==> config.mk <==
export PLATFORM = sky130hd
export DESIGN_NAME = touch_swipe_gesture_classifier_core
export DESIGN_NICKNAME = d
export VERILOG_FILES = /design/src/rtl/tsgc_pkg.sv /design/src/rtl/tsgc_map_div.sv /design/src/rtl/touch_swipe_gesture_classifier_core.sv
export SDC_FILE = /design/constraint.sdc
export NUM_CORES = 1
export LEC_CHECK = 0
export BUFFER_PORTS_ARGS = -buffer_cell sky130_fd_sc_hd__buf_2
export CORE_UTILIZATION = 47
export DETAILED_ROUTE_END_ITERATION = 7
export PLACE_DENSITY = 0.67
export SLEW_MARGIN = 10
export SYNTH_ARGS = -nofsm -noshare
export SYNTH_HDL_FRONTEND = slang
export SYNTH_SLANG_ARGS = --single-unit
==> constraint.sdc <==
create_clock -name i_clk -period 13.22 [get_ports i_clk]
set_input_delay 2.644 -clock i_clk [delete_from_list [all_inputs] [get_ports i_clk]]
set_output_delay 2.644 -clock i_clk [all_outputs]
set_load 0.02 [all_outputs]
==> src/rtl/tsgc_pkg.sv <==
// ----------------------------------------------------------------------------
// tsgc_pkg
// Shared types and constants of the touch swipe gesture classifier.
// ----------------------------------------------------------------------------
package tsgc_pkg;

    // Field widths
    localparam int RAW_W    = 12;   // raw converter reading, calibration bounds
    localparam int THR_W    = 8;    // thresholds and long press minimum
    localparam int POS_W    = 16;   // signed screen position
    localparam int SIZE_W   = 13;   // screen size, up to 8191
    localparam int CNT_W    = 8;    // saturating class counter
    localparam int RANK_W   = 3;    // first-appearance rank
    localparam int CFG_IDX_W = 3;
    localparam int CFG_DAT_W = 12;

    // Screen size
    localparam int SCREEN_WIDTH  = 320;
    localparam int SCREEN_HEIGHT = 240;

    // Divider sizing: quotient bits below the saturation limit
    localparam int QUO_W   = POS_W - 1;
    localparam int PROD_W  = RAW_W + SIZE_W;
    localparam int DSH_W   = RAW_W + QUO_W - 1;
    localparam int SATC_W  = RAW_W + QUO_W;
    localparam int ITER_W  = $clog2(QUO_W);

    localparam logic [POS_W-1:0] POS_MAX = {1'b0, {(POS_W-1){1'b1}}};
    localparam logic [POS_W-1:0] POS_MIN = {1'b1, {(POS_W-1){1'b0}}};
    localparam logic [CNT_W-1:0] COUNT_MAX = {CNT_W{1'b1}};

    // Step classes
    localparam int NUM_CLASSES = 6;
    localparam int IDX_W = $clog2(NUM_CLASSES);

    typedef enum logic [IDX_W-1:0] {
        CL_DIAG  = 3'd0,
        CL_RIGHT = 3'd1,
        CL_LEFT  = 3'd2,
        CL_DOWN  = 3'd3,
        CL_UP    = 3'd4,
        CL_STILL = 3'd5
    } t_class;

    // Gesture codes
    typedef enum logic [2:0] {
        G_SHORT = 3'd0,
        G_LONG  = 3'd1,
        G_LEFT  = 3'd2,
        G_RIGHT = 3'd3,
        G_UP    = 3'd4,
        G_DOWN  = 3'd5
    } t_gesture;

    // Configuration register indexes
    typedef enum logic [CFG_IDX_W-1:0] {
        CFG_MIN_X = 3'd0,
        CFG_MAX_X = 3'd1,
        CFG_MIN_Y = 3'd2,
        CFG_MAX_Y = 3'd3,
        CFG_THR_X = 3'd4,
        CFG_THR_Y = 3'd5,
        CFG_LONG  = 3'd6
    } t_cfg_idx;

    // Configuration reset values
    localparam logic [RAW_W-1:0] RST_MIN_X = 12'd370;
    localparam logic [RAW_W-1:0] RST_MAX_X = 12'd3700;
    localparam logic [RAW_W-1:0] RST_MIN_Y = 12'd470;
    localparam logic [RAW_W-1:0] RST_MAX_Y = 12'd3600;
    localparam logic [THR_W-1:0] RST_THR_X = 8'd10;
    localparam logic [THR_W-1:0] RST_THR_Y = 8'd10;
    localparam logic [THR_W-1:0] RST_LONG  = 8'd8;

    // Top-level sequencer
    typedef enum logic [2:0] {
        S_IDLE,
        S_MAP_X,
        S_WAIT_X,
        S_MAP_Y,
        S_WAIT_Y,
        S_STEP,
        S_PICK,
        S_EMIT
    } t_state;

    // Mapping divider sequencer
    typedef enum logic [2:0] {
        D_IDLE,
        D_MUL,
        D_SAT,
        D_ITER,
        D_FIX,
        D_DONE
    } t_div_state;

    // Request to and response from the axis mapping unit
    typedef struct packed {
        logic              start;
        logic [RAW_W-1:0]  raw;
        logic [RAW_W-1:0]  lo;
        logic [RAW_W-1:0]  hi;
        logic [SIZE_W-1:0] size;
    } t_map_req;

    typedef struct packed {
        logic             done;
        logic [POS_W-1:0] pos;
    } t_map_rsp;

endpackage

==> src/rtl/tsgc_map_div.sv <==
// ----------------------------------------------------------------------------
// tsgc_map_div
// Axis mapping unit: (raw - lo) * size / (hi - lo), truncated toward zero and
// saturated to 16 bits signed, by one multiply and a restoring divide that
// retires one quotient bit per cycle.
// ----------------------------------------------------------------------------
module tsgc_map_div
    import tsgc_pkg::*;
(
    input  logic     i_clk,
    input  logic     i_rst_n,
    input  t_map_req i_req,
    output t_map_rsp o_rsp
);

    t_div_state r_state, n_state;

    logic              r_zero, n_zero;
    logic              r_neg, n_neg;
    logic [RAW_W-1:0]  r_diff, n_diff;
    logic [RAW_W-1:0]  r_div, n_div;
    logic [SIZE_W-1:0] r_size, n_size;
    logic [PROD_W-1:0] r_rem, n_rem;
    logic [DSH_W-1:0]  r_dsh, n_dsh;
    logic [QUO_W-1:0]  r_quo, n_quo;
    logic [ITER_W-1:0] r_cnt, n_cnt;
    logic [POS_W-1:0]  r_pos, n_pos;

    logic             ge;
    logic [POS_W-1:0] quo_ext;

    always_ff @(posedge i_clk) begin
        if (!i_rst_n) begin
            r_state <= D_IDLE;
        end else begin
            r_state <= n_state;
        end
    end

    always_ff @(posedge i_clk) begin
        r_zero <= n_zero;
        r_neg  <= n_neg;
        r_diff <= n_diff;
        r_div  <= n_div;
        r_size <= n_size;
        r_rem  <= n_rem;
        r_dsh  <= n_dsh;
        r_quo  <= n_quo;
        r_cnt  <= n_cnt;
        r_pos  <= n_pos;
    end

    assign ge      = DSH_W'(r_rem) >= r_dsh;
    assign quo_ext = {1'b0, r_quo};

    always_comb begin
        n_state = r_state;
        n_zero  = r_zero;
        n_neg   = r_neg;
        n_diff  = r_diff;
        n_div   = r_div;
        n_size  = r_size;
        n_rem   = r_rem;
        n_dsh   = r_dsh;
        n_quo   = r_quo;
        n_cnt   = r_cnt;
        n_pos   = r_pos;

        unique case (r_state)
            D_IDLE: begin
                if (i_req.start) begin
                    n_zero  = i_req.hi <= i_req.lo;
                    n_neg   = i_req.raw < i_req.lo;
                    n_diff  = (i_req.raw < i_req.lo) ? (i_req.lo - i_req.raw)
                                                     : (i_req.raw - i_req.lo);
                    n_div   = i_req.hi - i_req.lo;
                    n_size  = i_req.size;
                    n_state = D_MUL;
                end
            end
            D_MUL: begin
                n_rem   = {{SIZE_W{1'b0}}, r_diff} * {{RAW_W{1'b0}}, r_size};
                n_state = D_SAT;
            end
            D_SAT: begin
                // Quotient that does not fit below 2^15 saturates right away
                if (r_zero) begin
                    n_pos   = '0;
                    n_state = D_DONE;
                end else if (SATC_W'(r_rem) >= {r_div, {QUO_W{1'b0}}}) begin
                    n_pos   = r_neg ? POS_MIN : POS_MAX;
                    n_state = D_DONE;
                end else begin
                    n_dsh   = {r_div, {(QUO_W-1){1'b0}}};
                    n_quo   = '0;
                    n_cnt   = ITER_W'(QUO_W - 1);
                    n_state = D_ITER;
                end
            end
            D_ITER: begin
                if (ge) begin
                    n_rem = r_rem - PROD_W'(r_dsh);
                end
                n_quo = {r_quo[QUO_W-2:0], ge};
                n_dsh = r_dsh >> 1;
                if (r_cnt == '0) begin
                    n_state = D_FIX;
                end else begin
                    n_cnt = r_cnt - 1'b1;
                end
            end
            D_FIX: begin
                n_pos   = r_neg ? (POS_W'(0) - quo_ext) : quo_ext;
                n_state = D_DONE;
            end
            D_DONE: begin
                n_state = D_IDLE;
            end
            default: begin
                n_state = D_IDLE;
            end
        endcase
    end

    assign o_rsp.done = (r_state == D_DONE);
    assign o_rsp.pos  = r_pos;

endmodule

==> src/rtl/touch_swipe_gesture_classifier_core.sv <==
// ----------------------------------------------------------------------------
// touch_swipe_gesture_classifier_core
// Maps each touch sample to screen coordinates, classes the step from the
// previous sample (diagonal, right, left, down, up, still) and counts each
// class; an end-of-touch transaction picks the most frequent class, earliest
// first on a tie, and emits at most one gesture code before clearing the
// touch state. Both axes go through one shared multiply and one-bit-a-cycle
// divide unit, X first and then Y; an axis whose result saturates or whose
// calibration range is empty skips the divide steps. An end of touch scans
// the six class counters one per cycle. The input is not ready while an item
// is being worked. A gesture waits in an output register; a further end of
// touch holds in its last cycle until that register is free.
// ----------------------------------------------------------------------------
module touch_swipe_gesture_classifier_core
    import tsgc_pkg::*;
(
    input  logic                 i_clk,
    input  logic                 i_rst_n,
    // Configuration write port
    input  logic                 i_cfg_we,
    input  logic [CFG_IDX_W-1:0] i_cfg_index,
    input  logic [CFG_DAT_W-1:0] i_cfg_data,
    // Input channel
    input  logic                 i_in_valid,
    output logic                 o_in_ready,
    input  logic                 i_cmd,
    input  logic [RAW_W-1:0]     i_raw_x,
    input  logic [RAW_W-1:0]     i_raw_y,
    // Output channel
    output logic                 o_out_valid,
    input  logic                 i_out_ready,
    output logic [2:0]           o_gesture
);

    // Configuration registers
    logic [RAW_W-1:0] r_min_x, r_max_x, r_min_y, r_max_y;
    logic [THR_W-1:0] r_thr_x, r_thr_y, r_long;

    always_ff @(posedge i_clk) begin
        if (!i_rst_n) begin
            r_min_x <= RST_MIN_X;
            r_max_x <= RST_MAX_X;
            r_min_y <= RST_MIN_Y;
            r_max_y <= RST_MAX_Y;
            r_thr_x <= RST_THR_X;
            r_thr_y <= RST_THR_Y;
            r_long  <= RST_LONG;
        end else if (i_cfg_we) begin
            unique case (i_cfg_index)
                CFG_MIN_X: r_min_x <= i_cfg_data;
                CFG_MAX_X: r_max_x <= i_cfg_data;
                CFG_MIN_Y: r_min_y <= i_cfg_data;
                CFG_MAX_Y: r_max_y <= i_cfg_data;
                CFG_THR_X: r_thr_x <= i_cfg_data[THR_W-1:0];
                CFG_THR_Y: r_thr_y <= i_cfg_data[THR_W-1:0];
                CFG_LONG:  r_long  <= i_cfg_data[THR_W-1:0];
                default: ;
            endcase
        end
    end

    // Sequencer and touch state
    t_state r_state, n_state;

    logic [RAW_W-1:0] r_raw_x, r_raw_y;
    logic [POS_W-1:0] r_cur_x, r_cur_y;
    logic [POS_W-1:0] r_prev_x, r_prev_y;
    logic             r_have_prev;

    logic [CNT_W-1:0]       r_count [NUM_CLASSES];
    logic [RANK_W-1:0]      r_rank  [NUM_CLASSES];
    logic [NUM_CLASSES-1:0] r_seen;
    logic [RANK_W-1:0]      r_next_rank;

    logic [IDX_W-1:0]  r_idx;
    logic              r_best_valid;
    t_class            r_best;
    logic [CNT_W-1:0]  r_best_cnt;
    logic [RANK_W-1:0] r_best_rank;

    logic     r_out_valid;
    t_gesture r_gesture;

    t_map_req map_req;
    t_map_rsp map_rsp;

    tsgc_map_div u_map_div (
        .i_clk   (i_clk),
        .i_rst_n (i_rst_n),
        .i_req   (map_req),
        .o_rsp   (map_rsp)
    );

    // Step classification
    logic signed [POS_W:0] dx, dy;
    logic [POS_W:0]        ax, ay;
    logic                  mov_x, mov_y;
    t_class                step_class;

    assign dx = $signed({r_cur_x[POS_W-1], r_cur_x}) - $signed({r_prev_x[POS_W-1], r_prev_x});
    assign dy = $signed({r_cur_y[POS_W-1], r_cur_y}) - $signed({r_prev_y[POS_W-1], r_prev_y});
    assign ax = dx[POS_W] ? (~dx + 1'b1) : dx;
    assign ay = dy[POS_W] ? (~dy + 1'b1) : dy;
    assign mov_x = ax > (POS_W+1)'(r_thr_x);
    assign mov_y = ay > (POS_W+1)'(r_thr_y);

    always_comb begin
        if (mov_x && mov_y) begin
            step_class = CL_DIAG;
        end else if (mov_x) begin
            step_class = dx[POS_W] ? CL_LEFT : CL_RIGHT;
        end else if (mov_y) begin
            step_class = dy[POS_W] ? CL_UP : CL_DOWN;
        end else begin
            step_class = CL_STILL;
        end
    end

    // One read port on the class tables, shared by counting and the scan
    logic [IDX_W-1:0]  sel;
    logic [CNT_W-1:0]  cnt_sel;
    logic [RANK_W-1:0] rank_sel;
    logic              seen_sel;
    logic              take;

    assign sel      = (r_state == S_PICK) ? r_idx : step_class;
    assign cnt_sel  = r_count[sel];
    assign rank_sel = r_rank[sel];
    assign seen_sel = r_seen[sel];
    assign take     = seen_sel && (!r_best_valid || (cnt_sel > r_best_cnt) ||
                      ((cnt_sel == r_best_cnt) && (rank_sel < r_best_rank)));

    logic     in_acc;
    logic     do_count;
    logic     do_clear;
    logic     load_out;
    logic     no_result;
    t_gesture gesture;

    assign in_acc    = i_in_valid && o_in_ready;
    assign no_result = !r_best_valid || (r_best == CL_DIAG);

    always_comb begin
        unique case (r_best)
            CL_RIGHT: gesture = G_RIGHT;
            CL_LEFT:  gesture = G_LEFT;
            CL_DOWN:  gesture = G_DOWN;
            CL_UP:    gesture = G_UP;
            default:  gesture = (r_best_cnt < r_long) ? G_SHORT : G_LONG;
        endcase
    end

    always_comb begin
        n_state    = r_state;
        o_in_ready = 1'b0;
        do_count   = 1'b0;
        do_clear   = 1'b0;
        load_out   = 1'b0;
        map_req    = '0;

        unique case (r_state)
            S_IDLE: begin
                o_in_ready = 1'b1;
                if (i_in_valid) begin
                    n_state = i_cmd ? S_PICK : S_MAP_X;
                end
            end
            S_MAP_X: begin
                map_req.start = 1'b1;
                map_req.raw   = r_raw_x;
                map_req.lo    = r_min_x;
                map_req.hi    = r_max_x;
                map_req.size  = SIZE_W'(SCREEN_WIDTH);
                n_state       = S_WAIT_X;
            end
            S_WAIT_X: begin
                if (map_rsp.done) begin
                    n_state = S_MAP_Y;
                end
            end
            S_MAP_Y: begin
                map_req.start = 1'b1;
                map_req.raw   = r_raw_y;
                map_req.lo    = r_min_y;
                map_req.hi    = r_max_y;
                map_req.size  = SIZE_W'(SCREEN_HEIGHT);
                n_state       = S_WAIT_Y;
            end
            S_WAIT_Y: begin
                if (map_rsp.done) begin
                    n_state = S_STEP;
                end
            end
            S_STEP: begin
                do_count = r_have_prev;
                n_state  = S_IDLE;
            end
            S_PICK: begin
                if (r_idx == IDX_W'(NUM_CLASSES - 1)) begin
                    n_state = S_EMIT;
                end
            end
            S_EMIT: begin
                // Hold while an earlier gesture still waits to be taken
                if (no_result) begin
                    do_clear = 1'b1;
                    n_state  = S_IDLE;
                end else if (!r_out_valid || i_out_ready) begin
                    load_out = 1'b1;
                    do_clear = 1'b1;
                    n_state  = S_IDLE;
                end
            end
        endcase
    end

    always_ff @(posedge i_clk) begin
        if (!i_rst_n) begin
            r_state     <= S_IDLE;
            r_out_valid <= 1'b0;
        end else begin
            r_state <= n_state;
            if (load_out) begin
                r_out_valid <= 1'b1;
            end else if (i_out_ready) begin
                r_out_valid <= 1'b0;
            end
        end
    end

    // Datapath registers without reset
    always_ff @(posedge i_clk) begin
        if (in_acc) begin
            r_raw_x <= i_raw_x;
            r_raw_y <= i_raw_y;
        end
        if (r_state == S_WAIT_X && map_rsp.done) begin
            r_cur_x <= map_rsp.pos;
        end
        if (r_state == S_WAIT_Y && map_rsp.done) begin
            r_cur_y <= map_rsp.pos;
        end
        if (in_acc) begin
            r_idx        <= '0;
            r_best_valid <= 1'b0;
        end else if (r_state == S_PICK) begin
            r_idx <= r_idx + 1'b1;
            if (take) begin
                r_best_valid <= 1'b1;
                r_best       <= t_class'(r_idx);
                r_best_cnt   <= cnt_sel;
                r_best_rank  <= rank_sel;
            end
        end
        if (load_out) begin
            r_gesture <= gesture;
        end
    end

    // Touch state: cleared by reset and by every end of touch
    always_ff @(posedge i_clk) begin
        if (!i_rst_n || do_clear) begin
            r_have_prev <= 1'b0;
            r_prev_x    <= '0;
            r_prev_y    <= '0;
            r_seen      <= '0;
            r_next_rank <= '0;
            for (int i = 0; i < NUM_CLASSES; i++) begin
                r_count[i] <= '0;
                r_rank[i]  <= '0;
            end
        end else if (r_state == S_STEP) begin
            r_prev_x    <= r_cur_x;
            r_prev_y    <= r_cur_y;
            r_have_prev <= 1'b1;
            if (do_count) begin
                if (!seen_sel) begin
                    // First occurrence counts zero and takes the next rank
                    r_seen[sel]  <= 1'b1;
                    r_count[sel] <= '0;
                    r_rank[sel]  <= r_next_rank;
                    r_next_rank  <= r_next_rank + 1'b1;
                end else if (cnt_sel != COUNT_MAX) begin
                    r_count[sel] <= cnt_sel + 1'b1;
                end
            end
        end
    end

    assign o_out_valid = r_out_valid;
    assign o_gesture   = r_gesture;

`ifndef SYNTH
    a_out_from_emit: assert property (@(posedge i_clk) disable iff (!i_rst_n)
        $rose(o_out_valid) |-> $past(r_state) == S_EMIT)
        else $error("gesture raised outside the emit step");

    a_clear_after_touch: assert property (@(posedge i_clk) disable iff (!i_rst_n)
        (r_state == S_EMIT && n_state == S_IDLE) |=>
            (!r_have_prev && r_seen == '0 && r_next_rank == '0))
        else $error("touch state not cleared after end of touch");

    a_gesture_range: assert property (@(posedge i_clk) disable iff (!i_rst_n)
        o_out_valid |-> o_gesture <= G_DOWN)
        else $error("gesture code out of range");
`endif

endmodule

# [Word level (Yosys, flattened, before mapping)]
# Memories as Yosys holds them, arrays and structs flattened.
# Cells that the tools add are included.
[totals] inputBits=45 regBits=323 elab_cells=223 mem_bits_rw=66 output_inout_bits=5 n_memories=2
[memory_table] name="r_count" words=6 word_bits=8 rd=1 rd_clocked_by_memory_dff=0 wr=6 line_no="touch_swipe_gesture_classifier_core.sv:70" source="logic [CNT_W-1:0] r_count [NUM_CLASSES];"
[memory_table] name="r_rank" words=6 word_bits=3 rd=1 rd_clocked_by_memory_dff=0 wr=6 line_no="touch_swipe_gesture_classifier_core.sv:71" source="logic [RANK_W-1:0] r_rank [NUM_CLASSES];"
[op_classes] mul=1 n_addsub=13 bitwise_logic=6 eq_ne=37 magnitude_cmp=11 mux=75 reduce_logical=43
[ops] cell="one-hot mux 50 bit (2 select lines)" count=1
[ops] cell="two-way mux 16 bit" count=4
[ops] cell="two-way mux 3 bit" count=19
[ops] cell="two-way mux 26 bit" count=2
[ops] cell="one-hot mux 26 bit (2 select lines)" count=1
[ops] cell="one-hot mux 25 bit (2 select lines)" count=1
[ops] cell="subtractor 12 bit" count=3
[ops] cell="adder 17 x 1 -> 17 bit, second input constant" count=2
[ops] cell="> comparator 17 x 8 -> 1 bit" count=2
[ops] cell="two-way mux 17 bit" count=2
[ops] cell="NOT 17 bit" count=2
[ops] cell="subtractor 16 x 16 -> 17 bit" count=2
[ops] cell="== test 3 bit, second input constant" count=11
[ops] cell="one-hot mux 16 bit (2 select lines)" count=1
[ops] cell="two-way mux 15 bit" count=2
[ops] cell="one-hot mux 15 bit (2 select lines)" count=1
[ops] cell=">= comparator 25 x 27 -> 1 bit" count=1
[ops] cell="two-way mux 1 bit" count=27
[ops] cell=">= comparator 25 x 26 -> 1 bit" count=1
[ops] cell="multiplier 12 x 13 -> 25 bit" count=1
[ops] cell="two-way mux 25 bit" count=1
[ops] cell="subtractor 25 bit" count=1
[ops] cell="== test 3 x 2 -> 1 bit, second input constant" count=8
[ops] cell="one-hot mux 3 bit (8 select lines)" count=1
[ops] cell="other kinds (42)" count=89

# [Logic depth before layout (Yosys ltp)]
# Gate-level depths: netlist of run 1.
# An unclocked memory read counts as a cell.
[depth] word_depth=20 depth_mapped=40 mapped_depth_nobuf=37

# [By module]
# A second synthesis of run 1 with hierarchy kept.
[unflattened] cells_unflattened=3074 hier_area_um2=28552.4
[by_module_without_submodules] mod="touch_swipe_gesture_classifier_core" seq_area_each_um2=7277.0 cells_each=1674 n_inst=1 area_each_um2=15472.3
[by_module_without_submodules] mod="tsgc_map_div" seq_area_each_um2=3813.7 cells_each=1400 n_inst=1 area_each_um2=13080.0

# [Least setup slack after synthesis of run 1]
# No wires, ideal clock.
[synth_path] kind="register -> register" from="register r_cur_x[0]" to="register r_best[0] (enable)" path_stages_with_launch=36 required_time_ns=12.813 slack_ns=5.129 arrival_time_ns=7.684 setup_time_ns=0.407 cell_sequence="edfxtp_1 > inv_1 > ha_1 > inv_1 > fa_1 > a211oi_2 > nor3_1 > o21a_1 > o2111ai_1 > a21oi_1 > clkbuf_1 > mux2_2 > ha_1 > nor2b_1 > o21a_1 > o21a_1 > o21a_1 > o21a_1 > o211ai_1 > a21o_1 > nand4_1 > a2111oi_4 > o211ai_1 > a31oi_4 > buf_6 > buf_4 > buf_2 > and2_1 > nand2b_1 > clkbuf_1 > nor2_1 > nor2_1 > ha_1 > a21oi_1 > nand2_1 > a211oi_1"
[synth_between] elab_chain_cells=14 word_cells_on_any_way=22 classes_between="add/sub (2); order compare (3); eq/ne (1); mux (7); bitwise (1); reduce/logical (6); memory (2)"
[synth_rtl] element="from (decl)" line_no="touch_swipe_gesture_classifier_core.sv:66" source="logic [POS_W-1:0] r_cur_x, r_cur_y;"
[synth_rtl] element="from (signal assigned)" line_no="touch_swipe_gesture_classifier_core.sv:238" source="r_cur_x <= map_rsp.pos;"
[synth_rtl] element="subtractor 16 x 16 -> 17 bit (*)" line_no="touch_swipe_gesture_classifier_core.sv:100" source="assign dx = $signed({r_cur_x[POS_W-1], r_cur_x}) - $signed({r_prev_x[POS_W-1], r_prev_x});"
[synth_rtl] element="NOT 17 bit" line_no="touch_swipe_gesture_classifier_core.sv:102" source="assign ax = dx[POS_W] ? (~dx + 1'b1) : dx;"
[synth_rtl] element="adder 17 x 1 -> 17 bit" line_no="touch_swipe_gesture_classifier_core.sv:102"
[synth_rtl] element="two-way mux 17 bit" line_no="touch_swipe_gesture_classifier_core.sv:102"
[synth_rtl] element="> comparator 17 x 8 -> 1 bit" line_no="touch_swipe_gesture_classifier_core.sv:104" source="assign mov_x = ax > (POS_W+1)'(r_thr_x);"
[synth_rtl] element="two-way mux 3 bit / logical AND 1 bit (equally long branches)" line_no="touch_swipe_gesture_classifier_core.sv:110, touch_swipe_gesture_classifier_core.sv:108"
[synth_rtl] element="two-way mux 3 bit (*)" line_no="touch_swipe_gesture_classifier_core.sv:108" source="if (mov_x && mov_y) begin"
[synth_rtl] element="two-way mux 3 bit (*)" line_no="touch_swipe_gesture_classifier_core.sv:126" source="assign sel = (r_state == S_PICK) ? r_idx : step_class;"
[synth_rtl] element="memory read (6 x 3 bit) (*)"
[synth_rtl] element="named net rank_sel[2]" line_no="touch_swipe_gesture_classifier_core.sv:122" source="logic [RANK_W-1:0] rank_sel;"
[synth_rtl] element="less-than comparator 3 bit (*)" line_no="touch_swipe_gesture_classifier_core.sv:131" source="((cnt_sel == r_best_cnt) && (rank_sel < r_best_rank)));"
[synth_rtl] element="logical AND 1 bit (*)" line_no="touch_swipe_gesture_classifier_core.sv:131"
[synth_rtl] element="logical OR 1 bit (*)" line_no="touch_swipe_gesture_classifier_core.sv:130" source="assign take = seen_sel && (!r_best_valid || (cnt_sel > r_best_cnt) ||"
[synth_rtl] element="logical AND 1 bit (*)" line_no="touch_swipe_gesture_classifier_core.sv:130"
[synth_rtl] element="AND reduction 3 bit (no line) (*)"
[synth_rtl] element="to (signal assigned)" line_no="touch_swipe_gesture_classifier_core.sv:250" source="r_best <= t_class'(r_idx);"
[synth_rtl] element="to (decl)" line_no="touch_swipe_gesture_classifier_core.sv:77" source="t_class r_best;"
# The timed path passes the listed nets; every way through them passes the cells marked *. The select of a mux whose other input is x is not followed.
# A chain may end at the register's enable or synchronous reset.

# [Worst setup path in the final report of run 1]
[layout_path] from="register r_cur_x[0]" to="register r_best[1] (enable)"
[layout_between] elab_chain_cells=14 word_cells_on_any_way=22 classes_between="add/sub (2); order compare (3); eq/ne (1); mux (7); bitwise (1); reduce/logical (6); memory (2)"
[layout_rtl] element="subtractor 16 x 16 -> 17 bit (*)" line_no="touch_swipe_gesture_classifier_core.sv:100"
[layout_rtl] element="NOT 17 bit" line_no="touch_swipe_gesture_classifier_core.sv:102"
[layout_rtl] element="adder 17 x 1 -> 17 bit" line_no="touch_swipe_gesture_classifier_core.sv:102"
[layout_rtl] element="two-way mux 17 bit" line_no="touch_swipe_gesture_classifier_core.sv:102"
[layout_rtl] element="> comparator 17 x 8 -> 1 bit" line_no="touch_swipe_gesture_classifier_core.sv:104"
[layout_rtl] element="two-way mux 3 bit / logical AND 1 bit (equally long branches)" line_no="touch_swipe_gesture_classifier_core.sv:110, touch_swipe_gesture_classifier_core.sv:108"
[layout_rtl] element="two-way mux 3 bit (*)" line_no="touch_swipe_gesture_classifier_core.sv:108"
[layout_rtl] element="two-way mux 3 bit (*)" line_no="touch_swipe_gesture_classifier_core.sv:126"
[layout_rtl] element="memory read (6 x 8 bit) (*)"
[layout_rtl] element="named net cnt_sel[1]" line_no="touch_swipe_gesture_classifier_core.sv:121" source="logic [CNT_W-1:0] cnt_sel;"
[layout_rtl] element="> comparator 8 bit / == test 8 bit (equally long branches)" line_no="touch_swipe_gesture_classifier_core.sv:130, touch_swipe_gesture_classifier_core.sv:131"
[layout_rtl] element="logical OR 1 bit / logical AND 1 bit (equally long branches)" line_no="touch_swipe_gesture_classifier_core.sv:130, touch_swipe_gesture_classifier_core.sv:131"
[layout_rtl] element="logical OR 1 bit (*)" line_no="touch_swipe_gesture_classifier_core.sv:130"
[layout_rtl] element="logical AND 1 bit (*)" line_no="touch_swipe_gesture_classifier_core.sv:130"
[layout_rtl] element="AND reduction 3 bit (no line) (*)"
# Marked as above.

==> results.tsv, run 1 <==
metric	value	unit
fin_hold_ws	453	ps
status	completed	
cellLeakagePower	10.9	nW
num-fill-cells	4668	
synth.avg_cell_area	9.61	sq um
grt_pass1_wl	90300	microns
seq_area_frac_synth	44.0	%
min-delay-start	r_prev_x[5]	
final.setup.worst_slack	4590	ps
synth_enable_flop_cells	276	
htreeDepth	2	
irDropWorstVdd	0.000119	V
layout.area.seq	10800	sq um
fp.dieW	231	microns
post_place_setup_slack	4590	ps
crit_path_launch_type	flip-flop	
worst_slew_margin_rel	18.1	%
clock.fmax	116	MHz
worst-slew-pin-transition	1220	ps
critical_path_maximum_fanout	44	
hold-path-endpoint	r_prev_x[5]	
die_area	53200	sq um
synth_top_area_share	33.8	%
fin_setup_tns	0	ps
synth_area	24600	sq um
area_of_the_multi_input_gates	12500	sq um
ioPinCount	50	
site_row_count	83	
timing.max_cap.violations	0	
totalWireLength	54800	microns
drive_above_1_share	7.51	%
via_count	18300	
cts_resized	0	
clock_tree.buffer_depth	3	
synth_cells	2554	
yosys.cell_types.count	88	
dieHeight	231	microns
timing.final.max_slew_violations	0	
final-hold-violation-count	0	
yosys_register_bits	401	
total_power	3.82	mW
critPathRequiredTime	13410	ps
antenna_found_initial	1	
cts_hold_buffers	0	
unrepaired_setup_endpoints_after_global_routing	no	
clkSinkCount	401	
setup.reg_to_reg.worst_slack	4590	ps
core_area	51500	sq um
timing.reg2reg.worst_path_depth	38	
synth.area.top_cells	edfxtp_1, ha_1, dfxtp_1	
grt_start_max_net_pins	82	
critical_path.most_common_cell	o21a_1	
ant_nets	0	
cts.root.buffer_cell	clkbuf_16	
holdPathStages	2	
dominantRegCellSynth	edfxtp_1	
grt.total_usage	20.9	%
detail_route.drc_violations	0	
final_util	52.6	%
clkLatencyLatePin	580	ps
post-cts-setup-buffer-count	0	
grt_pass1_vias	17700	
timing.rr.end	r_best[1]	
hold_path.class	flip-flop to flip-flop	
final_cell_mix	nand2_1, edfxtp_1, inv_1	
initialDrtViolationCount	1387	
remaining_global_route_overflow	0	
ys_async_sr_fraction	0	%
critPathCaptureType	flip-flop	
crit_arrival	8820	ps
routed_via_density	5.50	
timing.critical_path.slowest_stage_cell	a211oi_2	
final_min_period_over_clock_period	65.2	%
drt_pass1_iterations	6	
layout.cells.most_common	nand2_1	
cts_tree	built	
synthesis.yosys.warnings	0	
setup_violations	0	
netlist.top_cell.by_area	edfxtp_1	
finalClockSkew	21.0	ps
numCtsBuffers	45	
clk_pin_slew	60	ps
cellPowerDensity	141	nW/um^2
area_delta_synth_final	10.3	%
io_buffers	49	
r2r-start	r_cur_x[0]	
dp_hpwl	40100	microns
finalWorstPathRequiredPeriod	8630	ps
initial_utilization	47.7	%
nNetsFinal	2886	
crit_path_max_incr_delay	920	ps
criticalPathCategory	flip-flop to flip-flop	
rd_place_congestion	0.898	
wire_per_inst	16.5	microns
[registers in the layout, summed over array words and instances, names as in the netlist, 15 cells and up]
name,flops
r_cur_y,16
r_count,64
u_map_div.r_dsh,26
u_map_div.r_pos,16
r_prev_x,16
r_rank,24
r_cur_x,16
u_map_div.r_rem,25
u_map_div.r_quo,15
r_prev_y,16
[synthesized netlist by cell type, types with 49 or more instances]
cell / n
edfxtp_1: 276
mux2i_1: 52
dfxtp_1: 125
o21ai_0: 117
nor2_1: 179
nand3_1: 51
ha_1: 204
a21boi_0: 60
inv_1: 271
nor3_1: 49
nand2_1: 346
clkbuf_1: 78
a21oi_1: 131
[cell families (layout without fill, tap and decap cells)]
kind of cell,after synthesis,count (layout),share of synthesized area (%)
xor gates and xnor gates,97,97,3.49
and+or+nand+nor,841,841,15.9
muxes,69,69,2.98
other,1,23,0.0153
buffers and inverters,365,426,5.72
AOI/OAI and AO/OA,539,539,14.5
DFF,401,401,44.0
adders and majority gates,241,241,13.4
[layout make-up]
| cell class | instances | area share (%) |
|---|---|---|
| antenna | 1 | 0.00924 |
| clock buffer | 64 | 4.88 |
| clock inverter | 19 | 0.647 |
| inverter | 272 | 3.77 |
| multi-input combinational | 1809 | 46.2 |
| sequential | 401 | 39.9 |
| tap | 680 | 3.14 |
| timing repair buffer | 71 | 1.52 |
[through the flow]
stage,instances,cell area [sq um]
after floorplan,2575,24600
after global placement,3233,25600
after detailed placement,3233,25600
after CTS,3316,27100
after global routing,3317,27100
final,3317,27100
[critical path, delay by kind of cell, from the launching register on]
kind            cells  cell delay (ps)
compound gates     20             4360
buf+inv             4              870
flops               1              380
mux                 2              520
simple gates        8             1010
fa+ha+maj           4             1050
[routing by layer]
layer | vias up | part of all wire, % | track usage (%)
met3 | 107 | 5.2 | 2.71
met4 | 0 | 3.4 | 7.82
met2 | 483 | 46 | 34.1
li1 | 8999 | - | -
met5 | - | 0 | 0
met1 | 8664 | 46 | 28.5
[power breakdown]
| part | internal (mW) | switching (mW) | leakage, nW |
|---|---|---|---|
| registers | 1.46 | 0.0460 | 3.64 |
| logic | 0.458 | 0.598 | 6.56 |
| clock network | 0.752 | 0.502 | 0.728 |
[worst max-delay path by stage]
stage                     from        endpoint
floorplan           r_cur_x[0]       r_best[0]
CTS                 r_cur_x[0]  r_best_rank[0]
finish              r_cur_x[0]       r_best[1]
global route        r_cur_x[0]   r_best_cnt[7]
detailed placement  r_cur_x[0]   r_best_cnt[2]
global placement    r_cur_x[0]   r_best_cnt[3]
(Power assumes the default switching activity.)
==> run 2: changes to the inputs <==
- PLACE_DENSITY: 0.67 -> 0.69
- clock period: 13.22 -> 7.4 ns (I/O delays scaled with it)
==> results.tsv, run 2 (synthesis results as in run 1) <==
metric	value	unit	change
irDropWorstVdd	0.000219	V	was 0.000119 V
globalRoute.busiestLayer	met2		unchanged
critical_path_maximum_fanout	10		was 44
cts_hold_buffers	0		unchanged
grt_util_met3	2.32	%	was 2.71%
numCtsBuffers	43		was 45
num-fill-cells	4634		was 4,668
ant_nets	0		unchanged
initialDrtViolationCount	1130		was 1,387
cts_tree	built		unchanged
status	completed		unchanged
initial_utilization	47.7	%	unchanged
timing.max_cap.violations	0		unchanged
die_area	53200	sq um	unchanged
area_delta_synth_final	12.9	%	was 10.3%
remaining_global_route_overflow	0		unchanged
unrepaired_setup_endpoints_after_global_routing	yes		was no
regMostFlops	r_count		unchanged
clkLatencyLatePin	610	ps	was 580 ps
cellLeakagePower	11.3	nW	was 10.9 nW
cts.root.buffer_cell	clkbuf_16		unchanged
critPathCaptureType	flip-flop		unchanged
pwr-share-clk	32.1	%	was 32.9%
crit_path_max_incr_delay	420	ps	was 920 ps
crit_path_launch_type	flip-flop		unchanged
critical_path.most_common_cell	o21a_1		unchanged
power_report.internal_total	4.71	mW	was 2.67 mW
timing.critical_path.max_delay_family	compound AO/OA/AOI/OAI gates		unchanged
routed_via_density	5.45		was 5.50
fp.dieW	231	microns	unchanged
dieHeight	231	microns	unchanged
reg_top3	r_count: 64 flops, u_map_div.r_dsh: 26 flops, u_map_div.r_rem: 25 flops		unchanged
rd_place_congestion	0.885		was 0.898
timing.final.max_slew_violations	0		unchanged
ioPinCount	50		unchanged
switching_part_of_the_total_power	31.1	%	was 30.0%
drive_above_1_share	10.5	%	was 7.51%
gr-usage-met2	35.9	%	was 34.1%
power_frac_comb	28.5	%	was 27.7%
clock_tree.buffer_depth	3		unchanged
critPathRequiredTime	7720	ps	was 13,410 ps
grt.total_usage	21.3	%	was 20.9%
placed_cell_area	26000	sq um	was 25,600 sq um
hold_path.class	flip-flop to flip-flop		unchanged
core_area	51500	sq um	unchanged
antenna_found_initial	1		unchanged
wire_per_inst	16.7	microns	was 16.5 microns
seq_power_share	39.4	%	about the same
final_min_period_over_clock_period	97.7	%	was 65.2%
worst-slew-pin-transition	1100	ps	was 1220 ps
final-hold-violation-count	0		unchanged
clk_pin_slew	60	ps	about the same
criticalPathCategory	flip-flop to flip-flop		unchanged
critical_path_buffer_and_inverter_count	7		was 4
layout.cells.most_common	nand2_1		unchanged
dp_hpwl	41600	microns	was 40,100 microns
grt_start_max_net_pins	82		unchanged
grt_pass1_wl	91700	microns	was 90,300 microns
fin_setup_tns	0	ps	unchanged
clock.fmax	138	MHz	was 116 MHz
via_count	18400		was 18,300
final_cell_mix	nand2_1, edfxtp_1, inv_1		unchanged
worst_slew_margin_rel	26.0	%	was 18.1%
htreeDepth	2		unchanged
io_buffers	49		unchanged
gr-usage-met1	28.6	%	was 28.5%
total_switching_power	2.12	mW	was 1.15 mW
totalWireLength	56500	microns	was 54,800 microns
design_area	27700	sq um	was 27,100 sq um
cellPowerDensity	246	nW/um^2	was 141 nW/um^2
crit_arrival	7550	ps	was 8820 ps
largest_register_ff_count	64		unchanged
drt_pass1_iterations	7		was 6
timing.critical_path.slowest_stage_cell	a2111oi_4		was a211oi_2
detail_route.drc_violations	0		unchanged
clkSinkCount	401		unchanged
setup_violations	0		unchanged
grt_pass1_vias	18000		was 17,700
finalClockSkew	33.5	ps	was 21.0 ps
site_row_count	83		unchanged
finalWorstPathRequiredPeriod	7230	ps	was 8630 ps
nNetsFinal	2942		was 2,886
## run 2: cell types whose count changed in the layout (fill, tap and decap cells not counted), sizes merged
cell      before  now
clkbuf        64   58
buf           71  129
bufinv         3    1
inv          274  277
clkinvlp       3    0
clkinv        11   16
## run 2: worst paths after layout
path | startpoint | end | slack, ps | cells past startpoint
worst max-delay path | r_cur_x[0] | r_best_cnt[3] | 170 | 35
worst min-delay path | r_prev_y[15] | r_prev_y[15] | 450 | 2
worst max register to register | r_cur_x[0] | r_best_cnt[3] | 170 | 35
worst min register to register | r_prev_y[15] | r_prev_y[15] | 450 | 2
## run 2: cell type report
class / count / area (sq um) / area share (%)
Antenna cell: 1 / 2.50 / 0.00902
Inverter: 272 / 1020 / 3.68
Clock inverter: 22 / 173 / 0.623
Sequential cell: 401 / 10800 / 38.9
Clock buffer: 58 / 1280 / 4.60
Timing Repair Buffer: 129 / 893 / 3.22
Multi-Input combinational cell: 1809 / 12700 / 45.9
Tap cell: 680 / 851 / 3.07
## run 2: power by group through the flow
stage          combinational [mW]  clock (mW)  sequential, mW
3_5_place_dp                 1.90           0            2.74
4_1_cts                      1.94        2.23            2.69
2_1_floorplan                1.49           0            2.69
5_1_grt                      2.23        2.31            2.70
6_report                     1.95        2.19            2.69
3_3_place_gp                 1.86           0            2.73
## run 2: tightest hold or removal path, cell delays in order, from the launching register on
cell     delay, ps
dfxtp_1        310
nand2_1         50
a21oi_1         50
## run 2: timing repair
item	in CTS	in global routing
gates resized for setup	6	43
endpoints found under the setup margin	30	81
hold endpoints to repair	0	0
buffers inserted	1	7
pin swaps	6	14
## run 2: per-layer routing
layer / vias to the layer above / share of wire [%] / wire length [microns]
met3: 82 / 4.5 / 2520
met1: 8751 / 46 / 25900
met4: 0 / 2.6 / 1460
li1: 9110 / - / -
met5: - / 0 / 0
met2: 434 / 47 / 26600
## run 2: through the flow
stage	util (%)	power [mW]	setup WS, ps	cells	hold slack, ps
after detailed placement	50.4	4.64	-175	3283	449
after global routing	53.8	7.25	-165	3372	466
final	53.8	6.83	171	3372	454
after global placement	50.4	4.59	49.0	3283	441
after floorplan	-	4.18	68.9	2575	421
after CTS	53.3	6.86	0.523	3364	456
